<file path="src/hdl/swm_pkg.sv">
// Package with payload types and constants of the sliding window median filter.
package swm_pkg;
  localparam int unsigned FieldBits = 32;
  localparam int unsigned NumFields = 6;

  typedef struct packed {
    logic signed [FieldBits-1:0] trans_x;
    logic signed [FieldBits-1:0] trans_y;
    logic signed [FieldBits-1:0] trans_z;
    logic signed [FieldBits-1:0] rot_x;
    logic signed [FieldBits-1:0] rot_y;
    logic signed [FieldBits-1:0] rot_z;
  } swm_in_t;

  typedef struct packed {
    logic signed [FieldBits-1:0] med_trans_x;
    logic signed [FieldBits-1:0] med_trans_y;
    logic signed [FieldBits-1:0] med_trans_z;
    logic signed [FieldBits-1:0] med_rot_x;
    logic signed [FieldBits-1:0] med_rot_y;
    logic signed [FieldBits-1:0] med_rot_z;
  } swm_out_t;

  typedef enum logic [1:0] {
    StIdle,
    StCount,
    StOut
  } swm_state_e;

  // Control bundle from the sequencer to every lane.
  typedef struct packed {
    logic write;
    logic clear;
    logic step;
  } swm_lane_ctl_t;
endpackage

</file>
<file path="src/hdl/swm_lane.sv">
// One lane: sample ring and rank counting over one stored sample per cycle.
module swm_lane import swm_pkg::*; #(
  parameter int unsigned Held = 14,
  parameter int unsigned SampleBits = 32
) (
  input  logic                         clk_i,
  input  logic                         rst_ni,
  input  swm_lane_ctl_t                ctl_i,
  input  logic [$clog2(Held)-1:0]      wr_slot_i,
  input  logic [$clog2(Held)-1:0]      rd_slot_i,
  input  logic [$clog2(Held)-1:0]      cand_slot_i,
  input  logic signed [SampleBits-1:0] sample_i,
  output logic signed [SampleBits-1:0] med_o
);
  localparam int unsigned CntBits = $clog2(Held + 1);
  localparam int unsigned LoRank = (Held - 1) / 2;
  localparam int unsigned HiRank = Held / 2;

  logic signed [SampleBits-1:0] mem [Held];
  logic signed [SampleBits-1:0] cand_q, other_q;
  logic signed [SampleBits-1:0] lo_q, lo_d, hi_q, hi_d;
  logic [CntBits-1:0] less_q, less_d, leq_q, leq_d;
  logic other_ok_q;
  logic signed [SampleBits:0] sum;

  always_ff @(posedge clk_i) begin
    if (ctl_i.write) begin
      mem[wr_slot_i] <= sample_i;
    end
    cand_q <= mem[cand_slot_i];
    other_q <= mem[rd_slot_i];
  end

  // Candidate c has rank range [less, leq); it is the k-th if less <= k < leq.
  always_comb begin
    less_d = less_q;
    leq_d = leq_q;
    lo_d = lo_q;
    hi_d = hi_q;
    if (ctl_i.clear) begin
      less_d = '0;
      leq_d = '0;
    end else if (other_ok_q) begin
      if (other_q < cand_q) begin
        less_d = less_q + CntBits'(1);
      end
      if (other_q <= cand_q) begin
        leq_d = leq_q + CntBits'(1);
      end
    end
    if (ctl_i.step) begin
      if (less_d <= CntBits'(LoRank) && leq_d > CntBits'(LoRank)) begin
        lo_d = cand_q;
      end
      if (less_d <= CntBits'(HiRank) && leq_d > CntBits'(HiRank)) begin
        hi_d = cand_q;
      end
    end
  end

  always_ff @(posedge clk_i or negedge rst_ni) begin
    if (!rst_ni) begin
      less_q <= '0;
      leq_q <= '0;
      other_ok_q <= 1'b0;
    end else begin
      less_q <= less_d;
      leq_q <= leq_d;
      other_ok_q <= !ctl_i.clear && !ctl_i.write;
    end
  end

  always_ff @(posedge clk_i) begin
    lo_q <= lo_d;
    hi_q <= hi_d;
  end

  assign sum = {lo_q[SampleBits-1], lo_q} + {hi_q[SampleBits-1], hi_q};
  assign med_o = sum[SampleBits:1];
endmodule

</file>
<file path="config.mk">
export PLATFORM = sky130hd
export DESIGN_NAME = swm_lane
export DESIGN_NICKNAME = d
export VERILOG_FILES = /design/src/hdl/swm_pkg.sv /design/src/hdl/swm_lane.sv
export SDC_FILE = /design/constraint.sdc
export NUM_CORES = 1
export LEC_CHECK = 0
export CAP_MARGIN = 20
export CORE_MARGIN = 5
export CORE_UTILIZATION = 50
export CTS_CLUSTER_DIAMETER = 60
export DETAILED_ROUTE_END_ITERATION = 10
export DONT_BUFFER_PORTS = 1
export SYNTH_ARGS = -nofsm -noshare
export SYNTH_HDL_FRONTEND = slang
export SYNTH_SLANG_ARGS = --single-unit
</file>
<file path="constraint.sdc">
create_clock -name clk_i -period 4.2 [get_ports clk_i]
set_input_delay 0.42 -clock clk_i [delete_from_list [all_inputs] [get_ports clk_i]]
set_output_delay 0.42 -clock clk_i [all_outputs]
set_load 0.01 [all_outputs]
</file>
==> key figures <==
Placed design
  – Placed Instance Area: 27300 µm²
  – Final RePlAce weighted congestion: 0.843
  – Final HPWL DP: 35.7 mm
  – Port buffer count: 0
  – Worst setup timing slack at the placement stage: 783 ps

Floorplanning
  – Die height: 240 µm
  – Area enclosed by the die boundary: 57500 µm²
  – DIE WIDTH: 240 µm
  – Floorplan core area: 52400 µm²
  – I/O pin count: 81
  – Number of standard-cell rows in the floorplan: 84
  – Starting density of the core: 0.503

Timing
  – Actual slew at the worst max-slew pin: 803 ps
  – Final hold violation count: 0
  – Final WS setup: 242 ps
  – Final Max Tran Viols: 0
  – Highest achievable clock rate: 253 MHz
  – Post-layout minimum cycle time: 3960 ps
  – Unrepaired setup endpoints after global routing: no
  – Clock skew: 13.7 ps
  – Final worst path period share: 0.942
  – Remaining max-slew budget at the tightest pin: 0.464
  – Setup violators final: 0
  – Setup TNS: 0 ps

Clocking
  – Buffers from clock root to sink, at most: 3
  – CTS tree: yes
  – H-Tree Depth: 2
  – Clock Tree Root: sky130_fd_sc_hd__clkbuf_16
  – Post-CTS sizing: 0
  – Number of buffers inserted during clock tree synthesis: 59
  – Insertion delay of the later-clocked pin in the worst-skew pair: 610 ps
  – Sink count of the clock tree: 585
  – Clock Pin Slew Worst Setup and Hold Paths: 60 ps

Yosys
  – Simple-gate share of the synthesized area: 0.0272
  – Netlist Area Pre-Place: 26400 µm²
  – Mux cell area share after synthesis: 0.247
  – Adder-cell share of the synthesized area: 0.0316
  – Largest family of logic cells by synthesized area: multiplexers
  – Total of warnings raised by yosys: 0
  – Synthesized area per cell: 19.2 µm²
  – Net count after synthesis: 1486
  – Number of enable flip-flop cells after synthesis: 512
  – Post-synthesis sequential area ratio: 0.640
  – Synthesized-area fraction occupied by xor and xnor cells: 0.0110
  – Compound-cell area share of the yosys netlist: 0.0280
  – Post-synth cell types: 58
  – Share of synthesized flip-flops with an asynchronous set or reset: 0.0154
  – Total of flip-flops plus latches after synthesis: 585
  – Number of instances in the synthesized netlist: 1371
  – Ys flop type: sky130_fd_sc_hd__edfxtp_1

Flow run
  – Maximum capacitance violations: 0

Final layout
  – Final Cell Area: 29500 µm²
  – Net total in the final layout: 1541
  – Fraction of layout instances using a drive strength above 1: 0.303
  – Utilization after layout: 0.562
  – Area Growth Syn to Fin: 11.6%

Global routing
  – GRT Overall Usage: 0.228
  – Via count of the first global-routing pass: 14400
  – Wire length of the first global-routing pass: 95.2 mm
  – Antenna violations before repair: 5
  – Sum of overflow across all layers after global routing: 0
  – Largest net degree at the start of global routing: 129

Drt
  – Via count: 13700
  – Number of detailed-routing iterations run before antenna repair: 5
  – Remaining number of nets flagged by the antenna check after routing: 0
  – Initial detailed-routing violation count: 1179
  – Residual DRC: 0
  – Detail-routed via count per cell: 6.34
  – Wire length after detailed routing: 64.6 mm
  – Routed wire length per instance: 29.9 µm

Critical path
  – Critical path endpoint category: output port
  – Data required time at the worst endpoint: 3780 ps
  – Startpoint type of the worst setup path: flip-flop
  – Data arrival at the endpoint of the critical path: 3540 ps
  – Worst Setup Path Type: reg -> out
  – Peak fanout along the critical path: 5

Pwr
  – Leakage power: 9.71 nW
  – P per Cell Area: 418 nW/µm²
  – Largest voltage drop on the vdd net: 0.000335 V
  – Pwr Total: 12.3 mW

Worst hold path
  – Hold crit path type: in -> reg

Run status
  – Run status: completed
## cell type report
| class | count | area (µm²) |
|---|---|---|
| clock inverters | 21 | 131 |
| diodes | 2 | 5.00 |
| fillers | 3996 | 23000 |
| multi-input cells | 676 | 9190 |
| flip-flops and latches | 585 | 16900 |
| well taps | 688 | 861 |
| repair buffers | 59 | 573 |
| clock buffers | 87 | 1640 |
| inverters | 45 | 169 |
## cells by family (layout without fill, tap and decap cells)
group,after synthesis,in the layout
muxes,323,323
AOI/OAI and AO/OA,114,114
buffers and inverters,110,212
adders and majority gates,66,66
DFF,585,585
and+or+nand+nor,140,140
xor gates and xnor gates,33,33
other,0,2
## sequential cells by signal (all words and copies together) (netlist names)
signal	flops
cand_q	32
lo_q	32
other_ok_q	1
mem	448
other_q	32
hi_q	32
less_q	4
leq_q	4
## cell usage in the layout, fill, tap and decap left out, types with 3 or more instances in the layout
cell / netlist / layout
sky130_fd_sc_hd__clkbuf_16: 0 / 59
sky130_fd_sc_hd__clkinv_1: 0 / 7
sky130_fd_sc_hd__nor2_4: 0 / 10
sky130_fd_sc_hd__xor2_1: 10 / 10
sky130_fd_sc_hd__a31oi_1: 5 / 5
sky130_fd_sc_hd__clkbuf_1: 43 / 22
sky130_fd_sc_hd__dfrtp_1: 9 / 9
sky130_fd_sc_hd__buf_4: 0 / 19
sky130_fd_sc_hd__dlygate4sd3_1: 0 / 37
sky130_fd_sc_hd__o21a_1: 4 / 4
sky130_fd_sc_hd__inv_1: 45 / 45
sky130_fd_sc_hd__o211ai_1: 4 / 4
sky130_fd_sc_hd__and3_1: 6 / 6
sky130_fd_sc_hd__nor2_1: 43 / 33
sky130_fd_sc_hd__a211oi_1: 7 / 7
sky130_fd_sc_hd__ha_1: 65 / 65
sky130_fd_sc_hd__nand4_1: 9 / 9
sky130_fd_sc_hd__a21o_1: 7 / 7
sky130_fd_sc_hd__mux2_2: 64 / 64
sky130_fd_sc_hd__edfxtp_1: 512 / 512
sky130_fd_sc_hd__nand3_1: 9 / 9
sky130_fd_sc_hd__clkbuf_8: 0 / 6
sky130_fd_sc_hd__nand2_1: 33 / 33
sky130_fd_sc_hd__and2_1: 6 / 6
sky130_fd_sc_hd__mux4_2: 256 / 256
sky130_fd_sc_hd__nand3b_1: 3 / 3
sky130_fd_sc_hd__nor3_2: 0 / 4
sky130_fd_sc_hd__clkinv_2: 0 / 10
sky130_fd_sc_hd__o21ai_0: 22 / 22
sky130_fd_sc_hd__xnor2_1: 23 / 23
sky130_fd_sc_hd__buf_12: 0 / 3
sky130_fd_sc_hd__nor3_1: 9 / 5
sky130_fd_sc_hd__nand2b_1: 6 / 6
sky130_fd_sc_hd__mux2i_1: 3 / 3
sky130_fd_sc_hd__a21oi_1: 41 / 41
sky130_fd_sc_hd__dfxtp_1: 64 / 64
sky130_fd_sc_hd__nor2b_1: 3 / 3
## worst max-delay path: stages (launching register included)
cell	delay, ps
sky130_fd_sc_hd__edfxtp_1	370
sky130_fd_sc_hd__ha_1	380
sky130_fd_sc_hd__a21o_1	180
sky130_fd_sc_hd__a21oi_1	160
sky130_fd_sc_hd__a2bb2oi_1	280
sky130_fd_sc_hd__o211ai_1	280
sky130_fd_sc_hd__a221o_1	400
sky130_fd_sc_hd__a21boi_1	260
sky130_fd_sc_hd__o21ai_1	140
sky130_fd_sc_hd__a211oi_2	260
sky130_fd_sc_hd__xnor2_1	210
## per-stage QoR
stage / cells / hold WS, ps
after global placement: 2014 / 125
after global routing: 2161 / 8.69
final: 2163 / 43.7
after CTS: 2161 / 0.698
after floorplan: 1371 / 124
after detailed placement: 2014 / 125
## synthesized netlist by cell type, drive strengths merged, types with 3 or more instances
| library cell | instances | area [µm²] |
|---|---|---|
| dfxtp | 64 | 1280 |
| inv | 45 | 169 |
| o211ai | 5 | 51.3 |
| edfxtp | 512 | 15400 |
| and3 | 6 | 37.5 |
| buf | 22 | 82.6 |
| nand2b | 6 | 37.5 |
| nor2b | 4 | 27.5 |
| nor2 | 43 | 161 |
| a211oi | 8 | 65.1 |
| and2 | 6 | 37.5 |
| a21o | 7 | 52.6 |
| a31oi | 5 | 31.3 |
| nor4 | 3 | 33.8 |
| clkbuf | 43 | 161 |
| nor3 | 9 | 45.0 |
| nand3b | 3 | 22.5 |
| o21a | 4 | 30.0 |
| nand3 | 9 | 45.0 |
| dfrtp | 9 | 225 |
| o21ai | 23 | 115 |
| mux4 | 256 | 5770 |
| nand4 | 10 | 77.6 |
| nand2 | 33 | 124 |
| ha | 65 | 813 |
| mux2i | 3 | 30.0 |
| mux2 | 64 | 721 |
| xnor2 | 23 | 201 |
| xor2 | 10 | 87.6 |
| a21oi | 42 | 221 |
## final timing paths
kind                               from     endpoint  slack (ps)  cells after the start
setup reg to reg             cand_q[31]     hi_q[12]         770                     11
setup / recovery                lo_q[8]    med_o[30]         240                     10
hold reg to reg               cand_q[5]      hi_q[5]         460                      0
min in group asynchronous        rst_ni   other_ok_q         200                      1
hold / removal             rd_slot_i[3]  other_q[24]          40                      1
max in group asynchronous        rst_ni    less_q[3]        3680                      1
## per-layer routing
metal	GRT usage	up-vias	wire, µm	part of all wire
met5	0	-	13	0.00020
met4	0.0474	2	1250	0.019
met3	0.0458	93	4300	0.066
met2	0.371	423	31400	0.49
met1	0.327	7344	27700	0.43
li1	-	5842	-	-
## report_power, final
part           total [mW]  switching (mW)  internal, mW
combinational       0.837           0.371         0.466
clock                4.87            2.12          2.75
sequential           6.61           0.109          6.51
## what timing repair did
action,in CTS,in global routing
buffers inserted,0,0
hold buffers,39,0
hold endpoints to repair,503,0
No activity file was read; power rests on OpenSTA's default activity.
